$ cat config.mk
export PLATFORM = sky130hd
export DESIGN_NAME = tmu_queue
export DESIGN_NICKNAME = d
export VERILOG_FILES = /design/src/rtl/tmu_pkg.sv /design/src/rtl/tmu_queue.sv
export SDC_FILE = /design/constraint.sdc
export NUM_CORES = 1
export LEC_CHECK = 0
export ABC_CLOCK_PERIOD_IN_PS = 9600
export BUFFER_PORTS_ARGS = -buffer_cell sky130_fd_sc_hd__clkbuf_2
export CORE_UTILIZATION = 50
export DETAILED_ROUTE_END_ITERATION = 8
export MAX_ROUTING_LAYER = met4
export PLACE_DENSITY = 0.74
export RECOVER_POWER = 100
export SYNTH_ARGS = -nofsm -noshare
export SYNTH_HDL_FRONTEND = slang
export SYNTH_SLANG_ARGS = --single-unit
$ cat constraint.sdc
create_clock -name clk -period 9.6 [get_ports clk]
set_input_delay 2.4 -clock clk [delete_from_list [all_inputs] [get_ports clk]]
set_output_delay 2.4 -clock clk [all_outputs]
set_load 0.01 [all_outputs]
$ cat src/rtl/tmu_pkg.sv
`default_nettype none

package tmu_pkg;

    // Field widths of the ports.
    localparam int COORD_W = 24;
    localparam int SQ_W    = 50;
    localparam int LEN_W   = 25;
    localparam int PERIM_W = 27;
    localparam int AREA_W  = 49;
    localparam int COS_W   = 32;

    // Internal widths.
    localparam int DIFF_W   = COORD_W + 1;
    localparam int PROD_W   = 2 * DIFF_W;
    localparam int CSQ_W    = 2 * COORD_W + 1;
    localparam int CROSS_W  = PROD_W + 1;
    localparam int NMAG_W   = PROD_W;
    localparam int HALF_W   = NMAG_W / 2;
    localparam int RAD_W    = 2 * NMAG_W;
    localparam int AROOT_W  = RAD_W / 2;
    localparam int LREM_W   = LEN_W + 3;
    localparam int AREM_W   = AROOT_W + 3;
    localparam int COS_FRAC = 30;
    localparam int QUO_W    = COS_FRAC + 1;
    localparam int NUM_W    = SQ_W + 1;
    localparam int DIV_W    = NUM_W + 1;

    // Cosine of plus one in Q2.30.
    localparam logic signed [COS_W-1:0] COS_LIMIT = COS_W'(64'd1 << COS_FRAC);

    // Queue between the front and the back.
    localparam int QUEUE_DEPTH = 4;
    localparam int QPTR_W      = $clog2(QUEUE_DEPTH);
    localparam int QCNT_W      = QPTR_W + 1;

    typedef struct packed {
        logic signed [DIFF_W-1:0] x;
        logic signed [DIFF_W-1:0] y;
        logic signed [DIFF_W-1:0] z;
    } edge_t;

    // Edge vectors of one triangle: c-b, a-c and b-a.
    typedef struct packed {
        edge_t bc;
        edge_t ca;
        edge_t ab;
    } edges_t;

endpackage

`default_nettype wire

$ cat src/rtl/tmu_queue.sv
`default_nettype none

module tmu_queue
    import tmu_pkg::*;
(
    input  logic   clk,
    input  logic   rst_n,
    input  logic   push,
    input  edges_t push_word,
    output logic   full,
    input  logic   pop,
    output edges_t pop_word,
    output logic   not_empty
);

    edges_t              mem_reg [QUEUE_DEPTH];
    logic [QPTR_W-1:0]   wr_reg;
    logic [QPTR_W-1:0]   rd_reg;
    logic [QCNT_W-1:0]   cnt_reg;
    logic [QCNT_W-1:0]   cnt_next;
    logic                pop_ok;

    assign full      = (cnt_reg == QCNT_W'(QUEUE_DEPTH));
    assign not_empty = (cnt_reg != '0);
    assign pop_ok    = pop && not_empty;
    assign pop_word  = mem_reg[rd_reg];

    // Occupancy follows pushes and pops; the writer never pushes when full.
    always_comb
    begin
        cnt_next = cnt_reg;
        if (push && !pop_ok)
        begin
            cnt_next = cnt_reg + QCNT_W'(1);
        end
        else if (!push && pop_ok)
        begin
            cnt_next = cnt_reg - QCNT_W'(1);
        end
    end

    always_ff @(posedge clk or negedge rst_n)
    begin
        if (!rst_n)
        begin
            wr_reg  <= '0;
            rd_reg  <= '0;
            cnt_reg <= '0;
        end
        else
        begin
            if (push)
            begin
                wr_reg <= wr_reg + QPTR_W'(1);
            end
            if (pop_ok)
            begin
                rd_reg <= rd_reg + QPTR_W'(1);
            end
            cnt_reg <= cnt_next;
        end
    end

    always_ff @(posedge clk)
    begin
        if (push)
        begin
            mem_reg[wr_reg] <= push_word;
        end
    end

endmodule

`default_nettype wire

==> summary.txt, run 1 <==
Yosys
  – Post-synth EDFFs: 900
  – Main synth FF type: edfxtp_1
  – Synth area leader: edfxtp_1
  – Post-synthesis cell area: 32800 um2
  – Most common cell in the netlist: edfxtp_1
  – Mux share of post-synthesis cell area: 15.5%
  – Top cells by area, synth: edfxtp_1, mux4_2, dfrtp_1, buf_2, buf_4
  – YS warnings: 0
  – Post-synth top area share: 82.4%
  – Post-synthesis compound-gate area fraction: 0.0153%
  – Yosys reg bits: slightly above 900
  – Commonest cells in the netlist: edfxtp_1, mux4_2, buf_2, buf_4, buf_1
  – Main combinational cell family by area after synthesis: multiplexers
  – Synth cell types: 20
  – Xor/xnor share of the synthesized area: 0.160%
  – Synth Area in Simple Gates: 0.168%
  – Post-synth ARST share: 0.772%
  – Sequential element share of the synthesized area: 83.0%
  – Post-synthesis area per instance: 27.1 um2
  – Cells after Synth: between 1000 and 1500
  – Synth Area in Adders: less than 1%
  – Syn nets: 1444

Place
  – Gpl congestion: around 0.76
  – Placed cell area: between 30000 and 40000 um2
  – HPWL after DPL: ~37000 um
  – Number of I/O port buffers: 455

Die
  – Die X-Extent: 258 um
  – # rows: between 90 and 100
  – Die Y: 258 um
  – IO Count: 456
  – Initial Util: around half
  – Die area: ~67000 um2
  – Core area: 64600 um2

Timing
  – Final setup vio count: 0
  – WHS: 502 ps
  – Fin. Hold Viols: 0
  – Actual slew at the worst max-slew pin: 4700 ps
  – Final min period: 7430 ps
  – Final period util: about 77%
  – RSZ-0062 raised after global routing: no
  – Setup total negative slack: 0 ps
  – Worst Skew: ~19 ps
  – Max Slew Vio Count: 325
  – Slew HR: -213%
  – Fmax: 0.135 GHz

Final layout
  – Final Core Density: between 50% and 60%
  – Layout Nets: 1952
  – Share of layout cells above drive strength 1: 20.4%
  – P&R area growth vs syn: 16.8%
  – FILL cells: between 4000 and 5000
  – Cell area after layout: around 38000 um2
  – Multi-input gate area: 5270 um2
  – Storage cell area: 27200 um2
  – Max reg flops: 900

Detailed routing
  – Post-DR vias/cell: 5.52
  – Final ANT Viol Nets: 0
  – Starting DRT DRC Count: approximately 1100
  – DR vias: 14600
  – Drt first pass iters: 6
  – DR DRC count: 0
  – WL per Instance: between 20 and 25 um
  – Final WL: between 60000 and 70000 um

Setup path
  – R2R depth: 4
  – Critical path peak fanout: 71
  – Worst R2R End: mem_reg[0][43]
  – FF-to-FF setup slack: 4020 ps
  – Crit path arrival time: between 5000 and 6000 ps
  – Crit start category: flip-flop
  – Setup crit start: rd_reg[1]
  – Critical path class: flip-flop to output pin
  – CP Data Required Time: 7200 ps
  – Worst Setup End Kind: output pin
  – Reg2reg start: wr_reg[0]
  – End point of the critical path: pop_word[69]

Clock network
  – Clk sink count: just over 900
  – Clock transition at path regs: 60 ps
  – CTS Hold Bufs: 0
  – H-tree levels: 3
  – Clk Latency, worst-skew pair: 630 ps
  – Post-CTS setup buffer count: 0
  – Longest Clk Path Bufs: 3
  – Post-CTS sizing: 0
  – CTS root buf: clkbuf_16
  – CTS tree: yes
  – CTS Buf Count: around 90

Power
  – Power Dens Cells: 312 nW/um2
  – Max VDD drop: 0.243 mV
  – Pleak: approximately 12 nW

Status
  – Failing checks: capacitance limit, slew limit
  – Outcome: finished, violations left

Worst hold path
  – Hold Crit Class: flip-flop to flip-flop

Global route
  – Grt total ovfl: 0
  – Largest net degree at the start of global routing: between 100 and 150
  – First-pass GRT wire length: ~96000 um
  – Initial antenna violation count: 16
  – Number of global-route vias before repair: 15800
  – Tot GR Track Use: 19.9%

Flow run
  – Max_cap viols: 6
-- cells by family (layout without fill, tap and decap cells) --
family,after synthesis,count (layout)
flops,907,907
buf+inv,53,625
compound gates,1,1
mux,226,226
simple gates,10,10
xor+xnor,6,6
fa+ha+maj,6,6
other cells,0,16
-- metrics by stage --
step	instances	power, mW	worst slack, ps
floorplan	1209	7.76	1490
global placement	2481	8.87	4530
detailed placement	2481	8.94	4540
CTS	2636	12.2	3850
global route	2651	12.5	1930
finish	2652	12.0	2170
-- where the power goes --
group	total, mW	switching, mW	internal (mW)
Combinational	3.20	1.85	1.35
Sequential	5.47	0.259	5.21
Clock	3.29	1.41	1.88
Total	12.0	3.52	8.44
-- how the worst min path moves through the flow --
stage	startpoint	endpoint	slack, ps	cells past startpoint
global placement	cnt_reg[2]	cnt_reg[2]	460	1
CTS	cnt_reg[2]	cnt_reg[2]	500	1
floorplan	cnt_reg[2]	cnt_reg[2]	450	1
finish	cnt_reg[2]	cnt_reg[2]	500	1
global route	cnt_reg[2]	cnt_reg[2]	530	1
detailed placement	cnt_reg[2]	cnt_reg[2]	490	1
-- routing by layer --
| metal | part of all wire [%] | track usage [%] |
|---|---|---|
| met1 | 38 | 24.7 |
| met2 | 51 | 31.5 |
| met3 | 8.7 | 5.98 |
| met4 | 2.1 | 6.66 |
| met5 | 0 | - |
-- layout make-up --
cell class | instances | share of cell area [%]
Sequential cell | 907 | 71.1
Multi-Input combinational cell | 249 | 13.8
Clock buffer | 107 | 6.11
Timing Repair Buffer | 467 | 4.93
Tap cell | 855 | 2.79
Clock inverter | 48 | 1.20
Antenna cell | 16 | 0.105
Inverter | 3 | 0.0294
-- layout by cell type (no fill, tap or decap), drive strengths merged --
cell type	netlist	final
clkbuf	0	563
dfrtp	7	7
ha	5	5
and2	4	4
o21ai	1	1
nor3b	1	1
clkinv	0	38
buf	50	11
mux4	225	225
diode	0	16
inv	3	5
mux2	1	1
nand2	2	2
nand3	1	1
bufinv	0	5
or3	1	1
xnor2	3	3
clkinvlp	0	3
xor2	3	3
nor2	1	1
edfxtp	900	900
fa	1	1
-- critical path, stage by stage (launching register included) --
cell      delay [ps]
dfrtp_1         2700
buf_4            980
mux4_2           450
clkbuf_1         170
(Power assumes the default switching activity.)
==> run 2, diff against run 1 <==
ABC_CLOCK_PERIOD_IN_PS = 6490   (was 9600)
PLACE_DENSITY = 0.77   (was 0.74)
clock period = 6.49 ns   (was 9.6 ns; I/O delays follow)
==> summary.txt, run 2 (synthesized netlist as in run 1, its figures left out) <==
Final layout
  – Max reg flops: 900
  – Layout Nets: 1955
  – Share of layout cells above drive strength 1: 20.4%
  – Most frequent cells in the layout: edfxtp_1, clkbuf_1, mux4_2, clkbuf_16, clkinv_1
  – Commonest non-fill, non-tap cell in the layout: edfxtp_1
  – P&R area growth vs syn: 16.5%

Flow run
  – Max_cap viols: 7

Detailed routing
  – Final WL: 63700 um
  – Post-DR vias/cell: 5.53
  – Final ANT Viol Nets: 0
  – WL per Instance: ~24 um
  – Starting DRT DRC Count: 1322
  – DR DRC count: 0
  – DR vias: 14700
  – Drt first pass iters: 5

Power
  – Internal: about 12 mW
  – Pleak: 11.8 nW
  – Max VDD drop: 0.437 mV
  – Overall power: 17.5 mW
  – Logic gate share of total power: about 27%
  – Flop pwr share: 46.3%
  – Switching Share: 29.6%
  – Switching Power: 5.19 mW
  – Clock power frac: between 20% and 30%
  – Power Dens Cells: 459 nW/um2

Timing
  – Max Slew Vio Count: roughly 640
  – PnR worst setup slack: roughly 1100 ps
  – Setup total negative slack: 0 ps
  – Final period util: 83.0%
  – Actual slew at the worst max-slew pin: 4050 ps
  – Fmax: 0.186 GHz
  – Worst Skew: ~19 ps
  – Final min period: between 5000 and 6000 ps
  – Final setup vio count: 0
  – Slew HR: -170%
  – Fin. Hold Viols: 0
  – RSZ-0062 raised after global routing: no

Place
  – HPWL after DPL: between 30000 and 40000 um
  – Gpl congestion: 0.767
  – Dpl ws: 2330 ps
  – Number of I/O port buffers: 455

Setup path
  – Setup crit start: push
  – Critical path class: input pin to flip-flop
  – Crit path arrival time: 5550 ps
  – CP Data Required Time: 6650 ps
  – Reg2reg start: wr_reg[0]
  – Critical path peak fanout: 99
  – Crit path cell chain: clkbuf_1 > and2_0 > clkbuf_2
  – CP max-delay cell: clkbuf_2
  – Crit start category: input pin
  – Largest stage delay on the critical path: roughly 2100 ps
  – Worst Setup End Kind: flip-flop

Clock network
  – CTS Hold Bufs: 0
  – CTS tree: yes
  – Clock transition at path regs: around 60 ps
  – CTS root buf: clkbuf_16
  – Clk Latency, worst-skew pair: between 600 and 700 ps
  – CTS Buf Count: 87
  – Longest Clk Path Bufs: 3
  – H-tree levels: 3
  – Post-CTS setup buffer count: 0
  – Post-CTS sizing: 0
  – Clk sink count: between 900 and 1000

Status
  – Outcome: finished, violations left
  – Failing checks: capacitance limit, slew limit

Worst hold path
  – Hold Crit Class: flip-flop to flip-flop
  – Hold_sp: cnt_reg[2]

Global route
  – Tot GR Track Use: about a fifth
  – Grt total ovfl: 0
  – Initial antenna violation count: 10
  – Largest net degree at the start of global routing: 137
  – Number of global-route vias before repair: about 16000
  – First-pass GRT wire length: 94400 um

Die
  – Core area: 64600 um2
  – IO Count: about 460
  – Die X-Extent: 258 um
  – Die area: 66600 um2
  – # rows: 93
  – Die Y: 258 um
  – Initial Util: 50.8%
==> run 2: worst paths after layout <==
check	endpoint	slack, ps	cells after the start
setup reg to reg	mem_reg[2][98]	1760	4
hold / removal	cnt_reg[2]	510	1
setup / recovery	mem_reg[2][98]	1100	3
hold reg to reg	cnt_reg[2]	510	1
min in group asynchronous	cnt_reg[0]	900	1
max in group asynchronous	rd_reg[1]	5240	1
==> run 2: critical path, delay by kind of cell <==
kind	cells	cell delay, ps
simple gates	1	1280
buf+inv	2	2390
==> run 2: through the flow <==
stage	hold WS (ps)	utilization, %	instances	cell area, um2
2_1_floorplan	447	-	1209	32800
3_3_place_gp	464	55.9	2486	36100
3_5_place_dp	506	55.9	2486	36100
4_1_cts	511	60.1	2644	38800
5_1_grt	527	59.1	2654	38200
6_report	511	59.2	2656	38200
==> run 2: power by group through the flow <==
stage | registers [mW] | logic, mW | clock network (mW)
2_1_floorplan | 8.03 | 3.30 | 0
3_3_place_gp | 8.06 | 5.04 | 0
3_5_place_dp | 8.15 | 5.07 | 0
4_1_cts | 8.05 | 5.12 | 4.82
5_1_grt | 8.22 | 5.03 | 5.04
6_report | 8.11 | 4.70 | 4.71
==> run 2: cell type report <==
cell class | count | area, um2
clock inverter | 52 | 437
tap | 855 | 1070
fill | 4667 | 26400
antenna | 12 | 30.0
multi-input combinational | 249 | 5270
clock buffer | 106 | 2270
sequential | 907 | 27200
inverter | 3 | 11.3
timing repair buffer | 472 | 1900
==> run 2: layer usage <==
metal	part of all wire, %	track usage [%]
met1	37	23.9
met3	8.9	5.80
met5	0	-
met4	2.5	6.67
met2	52	31.9
==> run 3, diff against run 2 <==
ABC_CLOCK_PERIOD_IN_PS = 5210   (was 6490)
PLACE_DENSITY = 0.74   (was 0.77)
clock period = 5.21 ns   (was 6.49 ns; I/O delays follow)
==> summary.txt, run 3 (synthesized netlist as in run 1, its figures left out) <==
Status
  – Outcome: finished, violations left
  – Failing checks: capacitance limit, slew limit

Final layout
  – Final Core Density: 59.8%
  – FILL cells: 4599
  – Max reg flops: 900
  – Most frequent cells in the layout: edfxtp_1, clkbuf_1, mux4_2, clkbuf_16, clkinv_1
  – Cell area after layout: 38600 um2
  – Commonest non-fill, non-tap cell in the layout: edfxtp_1
  – Share of layout cells above drive strength 1: a little over a fifth
  – P&R area growth vs syn: 17.7%
  – Layout Nets: 1971

Timing
  – Setup total negative slack: 0 ps
  – Max Slew Vio Count: 364
  – RSZ-0062 raised after global routing: no
  – Worst Skew: 15.8 ps
  – PnR worst setup slack: 823 ps
  – Final min period: ~4400 ps
  – Actual slew at the worst max-slew pin: 3260 ps
  – Final period util: 84.2%
  – Fin. Hold Viols: 0
  – Slew HR: -117%
  – Final setup vio count: 0
  – Fmax: 0.228 GHz

Setup path
  – Worst Setup End Kind: flip-flop
  – Crit path arrival time: 4670 ps
  – Critical path class: input pin to flip-flop
  – Critical path peak fanout: 53
  – Crit start category: input pin
  – CP Data Required Time: 5500 ps

Clock network
  – CTS tree: yes
  – Post-CTS setup buffer count: 0
  – Post-CTS sizing: 0
  – Longest Clk Path Bufs: 3
  – CTS Buf Count: 90
  – CTS Hold Bufs: 0
  – Clock transition at path regs: 60 ps
  – Clk sink count: 907
  – H-tree levels: 3
  – CTS root buf: clkbuf_16
  – Clk Latency, worst-skew pair: 640 ps

Die
  – Die area: 66600 um2
  – Core area: 64600 um2
  – Die Y: 258 um
  – IO Count: ~460
  – Initial Util: roughly half
  – # rows: 93
  – Die X-Extent: around 260 um

Worst hold path
  – Hold Crit Class: flip-flop to flip-flop

Global route
  – Initial antenna violation count: 14
  – Tot GR Track Use: ~20%
  – Grt total ovfl: 0
  – Number of global-route vias before repair: 15600
  – First-pass GRT wire length: 95800 um
  – Largest net degree at the start of global routing: 82

Power
  – Logic gate share of total power: 26.9%
  – Max VDD drop: 0.374 mV
  – Pleak: 12.0 nW
  – Power Dens Cells: 577 nW/um2
  – Clock power frac: 28.1%
  – Internal: 15.7 mW
  – Switching Share: between 20% and 30%
  – Flop pwr share: 45.0%
  – Switching Power: 6.54 mW

Detailed routing
  – WL per Instance: roughly 24 um
  – Starting DRT DRC Count: 1124
  – DR vias: roughly 15000
  – Post-DR vias/cell: 5.46
  – DR DRC count: 0
  – Final ANT Viol Nets: 0
  – Drt first pass iters: 5
  – Final WL: 64500 um

Place
  – Gpl congestion: 0.756
  – Dpl ws: 1640 ps
  – Placed cell area: 36300 um2
  – HPWL after DPL: 39000 um
  – Number of I/O port buffers: 455

Flow run
  – Max_cap viols: 8
run 3: final timing paths:
| check | start | depth (start not counted) | slack, ps | end |
|---|---|---|---|---|
| setup / recovery | push | 3 | 820 | mem_reg[3][205] |
| hold / removal | cnt_reg[2] | 1 | 480 | cnt_reg[2] |
| setup reg to reg | wr_reg[0] | 4 | 1250 | mem_reg[2][220] |
| hold reg to reg | cnt_reg[2] | 1 | 480 | cnt_reg[2] |
| max in group asynchronous | rst_n | 1 | 4340 | rd_reg[0] |
| min in group asynchronous | rst_n | 1 | 560 | cnt_reg[2] |
run 3: power by group through the flow:
| stage | combinational [mW] | clock (mW) | sequential, mW |
|---|---|---|---|
| global placement | 6.46 | 0 | 10.1 |
| global route | 6.43 | 6.68 | 10.1 |
| floorplan | 4.11 | 0 | 10.0 |
| finish | 5.99 | 6.26 | 10.0 |
| CTS | 6.51 | 6.41 | 10.0 |
| detailed placement | 6.49 | 0 | 10.1 |
run 3: final cells by class:
| cell class | instances | area (um2) | share of cell area (%) |
|---|---|---|---|
| Antenna cell | 16 | 40.0 | 0.104 |
| Clock buffer | 113 | 2380 | 6.17 |
| Clock inverter | 53 | 528 | 1.37 |
| Inverter | 3 | 11.3 | 0.0292 |
| Multi-Input combinational cell | 249 | 5280 | 13.7 |
| Sequential cell | 907 | 27200 | 70.5 |
| Tap cell | 855 | 1070 | 2.77 |
| Timing Repair Buffer | 485 | 2080 | 5.39 |
run 3: routing by layer:
| layer | vias up | GRT usage [%] | wire, um |
|---|---|---|---|
| met5 | - | - | 0 |
| li1 | 6363 | - | - |
| met1 | 7712 | 24.8 | 24500 |
| met4 | 0 | 5.56 | 1030 |
| met3 | 77 | 6.23 | 5640 |
| met2 | 494 | 32.1 | 33300 |
run 3: worst max-delay path, cell delays in order:
cell      delay (ps)
clkbuf_1         290
and2_1          2410
buf_4            650
run 3: metrics by stage:
step	cells	hold WS [ps]	total power, mW
after floorplan	1209	447	14.1
after global placement	2499	463	16.5
after detailed placement	2499	467	16.6
after CTS	2665	462	22.9
after global routing	2678	512	23.3
final	2681	482	22.3
