==> src/rtl/tmu_pkg.sv <==
`default_nettype none

package tmu_pkg;

    // Field widths of the ports.
    localparam int COORD_W = 24;
    localparam int SQ_W    = 50;
    localparam int LEN_W   = 25;
    localparam int PERIM_W = 27;
    localparam int AREA_W  = 49;
    localparam int COS_W   = 32;

    // Internal widths.
    localparam int DIFF_W   = COORD_W + 1;
    localparam int PROD_W   = 2 * DIFF_W;
    localparam int CSQ_W    = 2 * COORD_W + 1;
    localparam int CROSS_W  = PROD_W + 1;
    localparam int NMAG_W   = PROD_W;
    localparam int HALF_W   = NMAG_W / 2;
    localparam int RAD_W    = 2 * NMAG_W;
    localparam int AROOT_W  = RAD_W / 2;
    localparam int LREM_W   = LEN_W + 3;
    localparam int AREM_W   = AROOT_W + 3;
    localparam int COS_FRAC = 30;
    localparam int QUO_W    = COS_FRAC + 1;
    localparam int NUM_W    = SQ_W + 1;
    localparam int DIV_W    = NUM_W + 1;

    // Cosine of plus one in Q2.30.
    localparam logic signed [COS_W-1:0] COS_LIMIT = COS_W'(64'd1 << COS_FRAC);

    // Queue between the front and the back.
    localparam int QUEUE_DEPTH = 4;
    localparam int QPTR_W      = $clog2(QUEUE_DEPTH);
    localparam int QCNT_W      = QPTR_W + 1;

    typedef struct packed {
        logic signed [DIFF_W-1:0] x;
        logic signed [DIFF_W-1:0] y;
        logic signed [DIFF_W-1:0] z;
    } edge_t;

    // Edge vectors of one triangle: c-b, a-c and b-a.
    typedef struct packed {
        edge_t bc;
        edge_t ca;
        edge_t ab;
    } edges_t;

endpackage

`default_nettype wire

==> src/rtl/tmu_front.sv <==
`default_nettype none

module tmu_front
    import tmu_pkg::*;
(
    input  logic                      clk,
    input  logic                      rst_n,
    input  logic                      item_valid,
    output logic                      item_ready,
    input  logic signed [COORD_W-1:0] point_a_x,
    input  logic signed [COORD_W-1:0] point_a_y,
    input  logic signed [COORD_W-1:0] point_a_z,
    input  logic signed [COORD_W-1:0] point_b_x,
    input  logic signed [COORD_W-1:0] point_b_y,
    input  logic signed [COORD_W-1:0] point_b_z,
    input  logic signed [COORD_W-1:0] point_c_x,
    input  logic signed [COORD_W-1:0] point_c_y,
    input  logic signed [COORD_W-1:0] point_c_z,
    output logic                      word_valid,
    output edges_t                    word,
    input  logic                      queue_full
);

    logic   vld_reg;
    edges_t word_reg;
    edges_t word_next;

    // The held word leaves as soon as the queue has room.
    assign word_valid = vld_reg;
    assign word       = word_reg;
    assign item_ready = !vld_reg || !queue_full;

    // Edge vectors, one bit wider than the coordinates.
    always_comb
    begin
        word_next.bc.x = DIFF_W'(point_c_x) - DIFF_W'(point_b_x);
        word_next.bc.y = DIFF_W'(point_c_y) - DIFF_W'(point_b_y);
        word_next.bc.z = DIFF_W'(point_c_z) - DIFF_W'(point_b_z);
        word_next.ca.x = DIFF_W'(point_a_x) - DIFF_W'(point_c_x);
        word_next.ca.y = DIFF_W'(point_a_y) - DIFF_W'(point_c_y);
        word_next.ca.z = DIFF_W'(point_a_z) - DIFF_W'(point_c_z);
        word_next.ab.x = DIFF_W'(point_b_x) - DIFF_W'(point_a_x);
        word_next.ab.y = DIFF_W'(point_b_y) - DIFF_W'(point_a_y);
        word_next.ab.z = DIFF_W'(point_b_z) - DIFF_W'(point_a_z);
    end

    always_ff @(posedge clk or negedge rst_n)
    begin
        if (!rst_n)
        begin
            vld_reg <= 1'b0;
        end
        else if (item_ready)
        begin
            vld_reg <= item_valid;
        end
    end

    always_ff @(posedge clk)
    begin
        if (item_valid && item_ready)
        begin
            word_reg <= word_next;
        end
    end

endmodule

`default_nettype wire

==> config.mk <==
export PLATFORM = sky130hd
export DESIGN_NAME = tmu_front
export DESIGN_NICKNAME = d
export VERILOG_FILES = /design/src/rtl/tmu_pkg.sv /design/src/rtl/tmu_front.sv
export SDC_FILE = /design/constraint.sdc
export NUM_CORES = 1
export LEC_CHECK = 0
export BUFFER_PORTS_ARGS = -buffer_cell sky130_fd_sc_hd__buf_4
export CAP_MARGIN = 20
export CORE_MARGIN = 2
export CORE_UTILIZATION = 45
export DETAILED_ROUTE_END_ITERATION = 16
export PLACE_DENSITY = 0.65
export SKIP_LAST_GASP = 1
export SYNTH_ARGS = -nofsm -noshare
export SYNTH_HDL_FRONTEND = slang
export SYNTH_SLANG_ARGS = --single-unit
==> constraint.sdc <==
create_clock -name clk -period 7.05 [get_ports clk]
set_input_delay 1.41 -clock clk [delete_from_list [all_inputs] [get_ports clk]]
set_output_delay 1.41 -clock clk [all_outputs]
set_load 0.1 [all_outputs]
==> run_results.csv, run 1 <==
group,metric,value,unit
status,outcome,"complete, no violations",
floorplan,ios,447,
clock_network,htreeDepth,1,
finish,final_common_cell,"buf_4",
worst_hold_path,holdPathEnd,"word_valid",
yosys,synth_flop_cell,"edfxtp_1",
clock_network,clock-sinks,226,
route,drt_iter0_markers,887,
floorplan,core_area,0.0395,sq mm
setup_path,max_stage_delay,0.47,ns
setup_path,required,7.36,ns
clock_network,cts.repair.resized,0,
setup_path,worstPathCellList,"buf_4, inv_1, ha_1, fa_1, nor2b_1, o31ai_1, a211oi_1, o2111ai_1, a211oi_1, o21a_1, o21ai_0, a31o_2",
yosys,netlist_area,0.0179,sq mm
setup_path,r2r_end,"word[34]",
yosys,synth_fa_ha_area_share,16.1,%
placed_design,portBuffers,446,
global_route,use_met1,32.3,%
yosys,avgSynthCellArea,9.57,sq um
yosys,synth_warnings,0,
clock_network,cts_buffers,28,
yosys,async_flop_share,0.442,%
clock_network,cts_hold_buf,0,
yosys,synth_mux_area_share,0.0560,%
finish,final_cell_mix,"buf_4, inv_1, edfxtp_1, ha_1, a21oi_1",
setup_path,endpoint_kind,"flip-flop",
sta,worst_clock_skew,0.00800,ns
setup_path,worstSetupPathType,"in2reg",
floorplan,design.die.area,0.0413,sq mm
sta,rsz0062_at_grt,"no",
floorplan,die_x,203,microns
floorplan,start_util,45.3,%
global_route,top_usage_layer,"met2",
sta,setup_tns,0,ns
clock_network,postCtsSetupBuffers,0,
yosys,synth_xor_area_share,8.57,%
global_route,use_met2,43.3,%
clock_network,clockBufferDepth,3,
route,routed_wl,54.5,mm
setup_path,worst-path-buf-inv,2,
pwr,peakVddDrop,0.201,mV
route,drc,0,
route,wl_per_cell,18.9,microns
sta,setup_viol_count_final,0,
placed_design,place_hpwl,44.6,mm
global_route,grt_pass1_vias,15200,
sta,max_freq,255,MHz
yosys,synth_compound_area_share,21.1,%
setup_path,ff2ff_setup_slack,4.95,ns
global_route,use_met3,5.37,%
pwr,power.total,0.00575,W
clock_network,insertion_delay,0.56,ns
yosys,synth_top_family_by_area,"compound AO/OA/AOI/OAI gates",
setup_path,crit_slowest_cell,"a211oi_1",
placed_design,gp_congestion,0.975,
global_route,grt_overflow,0,
clock_network,tritoncts,"done",
clock_network,clk_pin_slew_worst_paths,0.06,ns
run,max_cap_violations,0,
finish,largest_reg_flops,225,
worst_hold_path,min_path_cells,2,
sta,slew-limit-headroom,39.3,%
yosys,syn_inst,1867,
sta,fin_crit,3.92,ns
pwr,leakagePower,10.9,nW
global_route,antenna_found_initial,8,
floorplan,rows,73,
yosys,syn-num-nets,2312,
route,drtPass1Iterations,5,
floorplan,die_h,203,microns
setup_path,cp_top_family,"compound AO/OA/AOI/OAI gates",
clock_network,cts_root_buffer,"clkbuf_16",
pwr,powerDensity,252,mW/mm^2
setup_path,crit_path_frequent_cell,"a211oi_1",
sta,slew_viol_final,0,
placed_design,pre_cts_slack,2.60,ns
global_route,grtUsageTotal,25.5,%
setup_path,worst_setup_path_start_kind,"primary input",
yosys,synth-seq-cells,226,
sta,max_slew.worst_pin.slew,0.911,ns
finish,area_delta_synth_final,27.5,%
yosys,yosys.area_share.simple,9.88,%
global_route,grt_max_degree,134,
route,vias_per_cell,5.41,
sta,hold_viol,0,
setup_path,worst-r2r-cell-count,3,
finish,nets,2767,
setup_path,cp_data_arrival_time,4.23,ns
route,num_vias,15600,
setup_path,worstPathMaxFanout,3,
sta,layout_worst_path_cycle_share,55.6,%
route,antenna_left,0,
finish,drive_above_1_share,21.8,%
yosys,synth_cell_type_count,68,
sta,setup_ws,3.13,ns
global_route,grt_pass1_wl,82.5,mm
yosys,ys_seq_area_share,37.9,%
yosys,synth_edf_count,225,
worst_hold_path,worstHoldPathType,"reg2reg",
setup_path,r2r-start,"word_valid",
worst_hold_path,hp-start,"word_valid",
tightest hold or removal path: cells and delay by family (launching register included):
family,cells,cell delay [ns]
and+or+nand+nor,2,0.19
DFF,1,0.34
layout make-up:
class	count	area, sq um
well taps	525	657
clock buffers	31	733
clock inverters	21	210
flip-flops and latches	226	6780
diodes	8	20.0
multi-input cells	1342	9970
repair buffers	448	3380
fillers	3547	16700
inverters	276	1040
routing by layer:
layer,vias up,routed length (microns)
met4,0,1680
met5,-,0
li1,7661,-
met1,7302,23100
met3,82,4000
met2,518,25700
cells by family (layout without fill, tap and decap cells):
kind of cell	Yosys count	in the layout
xor gates and xnor gates	175	175
other	0	8
and+or+nand+nor	366	366
adders and majority gates	225	225
buffers and inverters	299	776
AOI/OAI and AO/OA	575	575
DFF	226	226
muxes	1	1
synthesized netlist by cell type (all sizes together) (7+ instances only):
library cell / n / share of area [%]
a31oi: 19 / 0.66
o21a: 51 / 2.1
nand3: 25 / 0.70
nor2: 107 / 2.2
nand2: 86 / 1.8
xor2: 67 / 3.3
ha: 216 / 15
nor3: 19 / 0.53
o31a: 16 / 0.78
and2: 9 / 0.31
a31o: 7 / 0.34
nor2b: 40 / 1.4
edfxtp: 225 / 38
clkbuf: 23 / 0.48
nand4: 17 / 0.59
o211ai: 8 / 0.34
o21bai: 18 / 0.76
a211oi: 16 / 0.67
a21o: 80 / 3.4
fa: 9 / 1.0
inv: 276 / 5.8
xnor2: 108 / 5.3
a21oi: 170 / 4.8
o21ai: 104 / 2.9
o31ai: 16 / 0.70
nand2b: 22 / 0.77
and3: 19 / 0.66
stage by stage:
step	std cells	util (%)	hold slack, ns	area [sq um]
floorplan	1867	-	1.11	17900
global placement	2817	55.3	0.537	21800
detailed placement	2817	55.3	0.553	21800
CTS	2869	57.7	0.569	22800
global route	2877	57.8	0.589	22800
finish	2877	57.8	0.562	22800
worst max-delay path by stage:
| stage | endpoint | from | cells past startpoint |
|---|---|---|---|
| floorplan | word[0] | queue_full | 2 |
| global placement | word[99] | point_a_z[0] | 12 |
| detailed placement | word[149] | point_a_x[0] | 12 |
| CTS | word[149] | point_a_x[0] | 12 |
| global route | word[149] | point_a_x[0] | 12 |
| finish | word[149] | point_a_x[0] | 12 |
where the power goes:
| part | switching, W | leakage, nW | internal (W) |
|---|---|---|---|
| logic | 0.00179 | 8.26 | 0.000712 |
| registers | 0.0000505 | 2.15 | 0.00171 |
| clock network | 0.000597 | 0.462 | 0.000892 |
(Power assumes the default switching activity.)
==> run 2, diff against run 1 <==
clock period = 3.7 ns   (was 7.05 ns; I/O delays follow)
==> run 2 against run 1 <==
Compared with the run above: via count increased by 0.72%; design area is 0.69% higher; critical path depth down 1; critical path type unchanged; critical endpoint is now word[224].
==> run_results.csv, run 2 (synthesis results as in run 1) <==
group,metric,value,unit
pwr,leakagePower,11.0,nW
sta,worst_clock_skew,0.0133,ns
setup_path,required,4.01,ns
floorplan,rows,73,
finish,largest_reg_flops,225,
sta,setup_viol_count_final,0,
clock_network,clk_pin_slew_worst_paths,0.06,ns
route,drtPass1Iterations,5,
finish,drive_above_1_share,22.4,%
clock_network,cts_buffers,27,
setup_path,r2r-start,"word_valid",
finish,fillerInstances,3527,
setup_path,r2r_end,"word[56]",
finish,design_area,0.0229,sq mm
global_route,grt_overflow,0,
setup_path,endpoint,"word[224]",
clock_network,clockBufferDepth,3,
sta,fin_crit,3.12,ns
route,num_vias,15700,
route,vias_per_cell,5.41,
sta,setup_ws,0.575,ns
floorplan,die_x,203,microns
sta,slew-limit-headroom,53.3,%
setup_path,worstPathMaxFanout,3,
finish,final_common_cell,"buf_4",
sta,layout_worst_path_cycle_share,84.5,%
setup_path,cp_data_arrival_time,3.43,ns
global_route,grt_pass1_vias,15300,
route,antenna_left,0,
clock_network,clock-sinks,226,
setup_path,worstSetupPathType,"in2reg",
clock_network,htreeDepth,1,
sta,max_freq,320,MHz
route,routed_wl,55.2,mm
setup_path,ff2ff_setup_slack,1.85,ns
global_route,grt_max_degree,47,
setup_path,endpoint_kind,"flip-flop",
floorplan,ios,447,
clock_network,insertion_delay,0.56,ns
global_route,antenna_found_initial,8,
route,wl_per_cell,19.1,microns
global_route,grtUsageTotal,25.9,%
floorplan,design.die.area,0.0413,sq mm
sta,setup_tns,0,ns
floorplan,die_h,203,microns
placed_design,portBuffers,446,
status,outcome,"complete, no violations",
placed_design,gp_congestion,0.966,
finish,final_cell_mix,"buf_4, inv_1, edfxtp_1, ha_1, a21oi_1",
sta,hold_viol,0,
sta,slew_viol_final,0,
placed_design,place_hpwl,45.6,mm
global_route,grt_pass1_wl,83.8,mm
finish,area_delta_synth_final,28.4,%
floorplan,start_util,45.3,%
setup_path,worst-r2r-cell-count,3,
run,max_cap_violations,0,
clock_network,tritoncts,"done",
placed_design,pre_cts_slack,0.0518,ns
sta,holdWs,0.400,ns
clock_network,cts_root_buffer,"clkbuf_16",
pwr,powerDensity,473,mW/mm^2
setup_path,cp-startpoint,"point_b_x[0]",
sta,rsz0062_at_grt,"no",
pwr,peakVddDrop,0.350,mV
route,drc,0,
floorplan,core_area,0.0395,sq mm
worst_hold_path,worstHoldPathType,"in2reg",
sta,max_slew.worst_pin.slew,0.700,ns
route,drt_iter0_markers,889,
placed_design,post_dp_cell_area,0.0220,sq mm
setup_path,worst_setup_path_start_kind,"primary input",
finish,nets,2791,
## run 2: cell types whose count changed in the layout (fill, tap and decap cells not counted), moves of 2 or more
cell / delta
clkbuf_16: -2
clkbuf_8: +2
clkinv_2: -2
clkinv_4: -2
buf_12: +3
clkbuf_1: +3
buf_4: +21
## run 2: worst max-delay path, cell delays in order
cell	delay (ns)
buf_4	0.12
ha_1	0.22
fa_1	0.43
nor2b_1	0.19
o31a_1	0.22
o21ai_1	0.16
o22ai_1	0.38
o21ai_1	0.13
o221ai_1	0.34
a31oi_1	0.15
a311o_1	0.35
## run 2: report_power, final
group	leakage, nW	total [W]	internal, W	switching [W]
Sequential	2.15	0.00335	0.00325	0.0000992
Combinational	8.39	0.00483	0.00139	0.00343
Clock	0.428	0.00267	0.00158	0.00109
## run 2: what timing repair did
item,in CTS,in global routing
buffers inserted,0,0
endpoints found under the hold margin,1,0
hold buffers,1,0
gates resized for setup,0,0
## run 2: area by class of cell
class	count	area, sq um	area share (%)
sequential	226	6780	29.6
inverter	276	1040	4.52
clock buffer	34	722	3.15
multi-input combinational	1342	9980	43.5
clock inverter	15	150	0.654
antenna	7	17.5	0.0763
timing repair buffer	473	3600	15.7
tap	525	657	2.86
## run 2: routing by layer
layer  global-route usage, %  share of wire [%]  up-vias
li1                        -                  -     7710
met1                    34.1                 44     7284
met2                    42.6                 46      586
met3                    4.73                7.0       93
met4                    9.78                3.7        2
met5                       0              0.024        -
## run 2: how the worst min path moves through the flow
stage	depth (start not counted)	slack (ns)	endpoint	from
5_1_grt	2	0.40	word_valid	item_valid
2_1_floorplan	0	0.44	word_valid	rst_n
4_1_cts	2	0.38	word_valid	item_valid
3_5_place_dp	1	0.52	word_valid	rst_n
6_report	2	0.40	word_valid	item_valid
3_3_place_gp	1	0.52	word_valid	rst_n
## run 2: per-stage QoR
stage / utilization, % / total power [W] / instances
3_5_place_dp: 55.9 / 0.00819 / 2841
3_3_place_gp: 55.9 / 0.00816 / 2841
6_report: 58.1 / 0.0109 / 2898
4_1_cts: 58.1 / 0.0109 / 2891
2_1_floorplan: - / 0.00699 / 1867
5_1_grt: 58.1 / 0.0113 / 2898
==> run 3, diff against run 2 <==
clock period = 3.07 ns   (was 3.7 ns; I/O delays follow)
==> run 3 against run 2 <==
Compared with the run above: clock skew is 0.00054 ns higher; first-iteration DRC count is 10% higher; count of clock-buffer cells in the layout rose by 5; non-clock buffer count increased by 150.
==> run_results.csv, run 3 (synthesis results as in run 1) <==
group,metric,value,unit
finish,nets,2942,
status,outcome,"complete, no violations",
setup_path,crit_slowest_cell,"fa_1",
floorplan,ios,447,
floorplan,design.die.area,0.0413,sq mm
setup_path,worst-r2r-cell-count,3,
global_route,grtUsageTotal,26.3,%
route,antenna_left,0,
finish,area_delta_synth_final,34.8,%
setup_path,cp_data_arrival_time,3.20,ns
route,routed_wl,56.1,mm
pwr,leakagePower,11.7,nW
clock_network,postCtsSetupBuffers,0,
run,max_cap_violations,0,
global_route,grt_max_degree,51,
route,drc,0,
clock_network,clockBufferDepth,3,
route,num_vias,16200,
sta,setup_ws,0.181,ns
global_route,grt_pass1_vias,16000,
placed_design,place_hpwl,46.7,mm
floorplan,die_x,203,microns
clock_network,insertion_delay,0.56,ns
setup_path,worstSetupPathType,"in2reg",
placed_design,pre_cts_slack,-0.431,ns
global_route,antenna_found_initial,9,
clock_network,cts_buffers,28,
clock_network,htreeDepth,1,
clock_network,tritoncts,"done",
sta,layout_worst_path_cycle_share,94.1,%
setup_path,worst_setup_path_start_kind,"primary input",
placed_design,portBuffers,446,
route,drtPass1Iterations,5,
floorplan,start_util,45.3,%
clock_network,cts_root_buffer,"clkbuf_16",
setup_path,worstPathMaxFanout,3,
global_route,grt_overflow,0,
sta,rsz0062_at_grt,"no",
finish,final_cell_mix,"buf_4, inv_1, edfxtp_1, ha_1, a21oi_1",
pwr,powerDensity,552,mW/mm^2
finish,largest_reg_flops,225,
setup_path,ff2ff_setup_slack,1.33,ns
finish,design_area,0.0241,sq mm
sta,slew_viol_final,0,
floorplan,die_h,203,microns
route,wl_per_cell,18.4,microns
sta,max_slew.worst_pin.slew,0.654,ns
sta,max_freq,346,MHz
sta,slew-limit-headroom,56.0,%
sta,hold_viol,0,
global_route,grt_pass1_wl,85.4,mm
pwr,peakVddDrop,0.410,mV
pwr,power.total,0.0133,W
clock_network,clk_pin_slew_worst_paths,0.06,ns
floorplan,core_area,0.0395,sq mm
sta,setup_viol_count_final,0,
route,vias_per_cell,5.31,
setup_path,crit_path_frequent_cell,"buf_4",
sta,worst_clock_skew,0.0138,ns
finish,drive_above_1_share,27.2,%
worst_hold_path,worstHoldPathType,"in2reg",
sta,holdWs,0.270,ns
sta,setup_tns,0,ns
setup_path,endpoint_kind,"flip-flop",
floorplan,rows,73,
setup_path,max_stage_delay,0.41,ns
placed_design,post_dp_cell_area,0.0232,sq mm
worst_hold_path,min_path_cells,2,
placed_design,gp_congestion,0.976,
setup_path,required,3.38,ns
route,drt_iter0_markers,980,
setup_path,worstPathCellList,"buf_4, inv_1, ha_1, fa_1, nor2b_1, o31ai_1, a211oi_2, o2111ai_1, a211oi_1, buf_4, o21a_1, o21ai_0, a31o_2",
sta,fin_crit,2.89,ns
finish,final_common_cell,"buf_4",
clock_network,clock-sinks,226,
## run 3: changes by cell type in the layout (fill, tap and decap cells not counted), sizes merged
cell,previous run,this run
clkinv,10,11
bufinv,3,1
clkinvlp,1,0
inv,277,276
clkbuf,34,39
buf,472,622
diode,7,9
## run 3: repair_timing
item	4_1_cts	5_1_grt
setup endpoints to repair	0	1
hold buffers	1	0
resized for setup	0	1
hold endpoints to repair	1	0
## run 3: layout make-up
| type | instances | area [sq um] |
|---|---|---|
| Antenna cell | 9 | 22.5 |
| Clock buffer | 39 | 793 |
| Clock inverter | 12 | 86.3 |
| Fill cell | 3408 | 15400 |
| Inverter | 276 | 1040 |
| Multi-Input combinational cell | 1342 | 10000 |
| Sequential cell | 226 | 6780 |
| Tap cell | 525 | 657 |
| Timing Repair Buffer | 623 | 4730 |
## run 3: routing by layer
layer	GRT usage, %	share of wire [%]	vias up
li1	-	-	7998
met1	34.3	43	7582
met2	44.5	47	543
met3	4.07	6.6	89
met4	9.07	3.1	0
met5	0	0	-
## run 3: worst max-delay path: cells and delay by family
| kind | cells | cell delay, ns |
|---|---|---|
| AOI/OAI and AO/OA | 7 | 1.47 |
| buffers and inverters | 3 | 0.25 |
| adders and majority gates | 2 | 0.63 |
| and+or+nand+nor | 1 | 0.22 |
## run 3: power breakdown
part           total (W)  switching [W]  internal, W  leakage [nW]
combinational    0.00606        0.00418      0.00188          9.13
clock            0.00320        0.00133      0.00187         0.440
sequential       0.00405       0.000129      0.00392          2.15
## run 3: per-stage QoR
stage               utilization, %  cells
floorplan                        -   1867
global placement              58.8   2991
detailed placement            58.8   2991
CTS                           61.0   3043
global route                  61.1   3052
finish                        61.1   3052
## run 3: final timing paths
| kind | from | to |
|---|---|---|
| max in group asynchronous | rst_n | word_valid |
| worst max register to register | word_valid | word[136] |
| worst max-delay path | point_a_x[0] | word[149] |
| worst min register to register | word_valid | word_valid |
| worst min-delay path | item_valid | word_valid |
| min in group asynchronous | rst_n | word_valid |
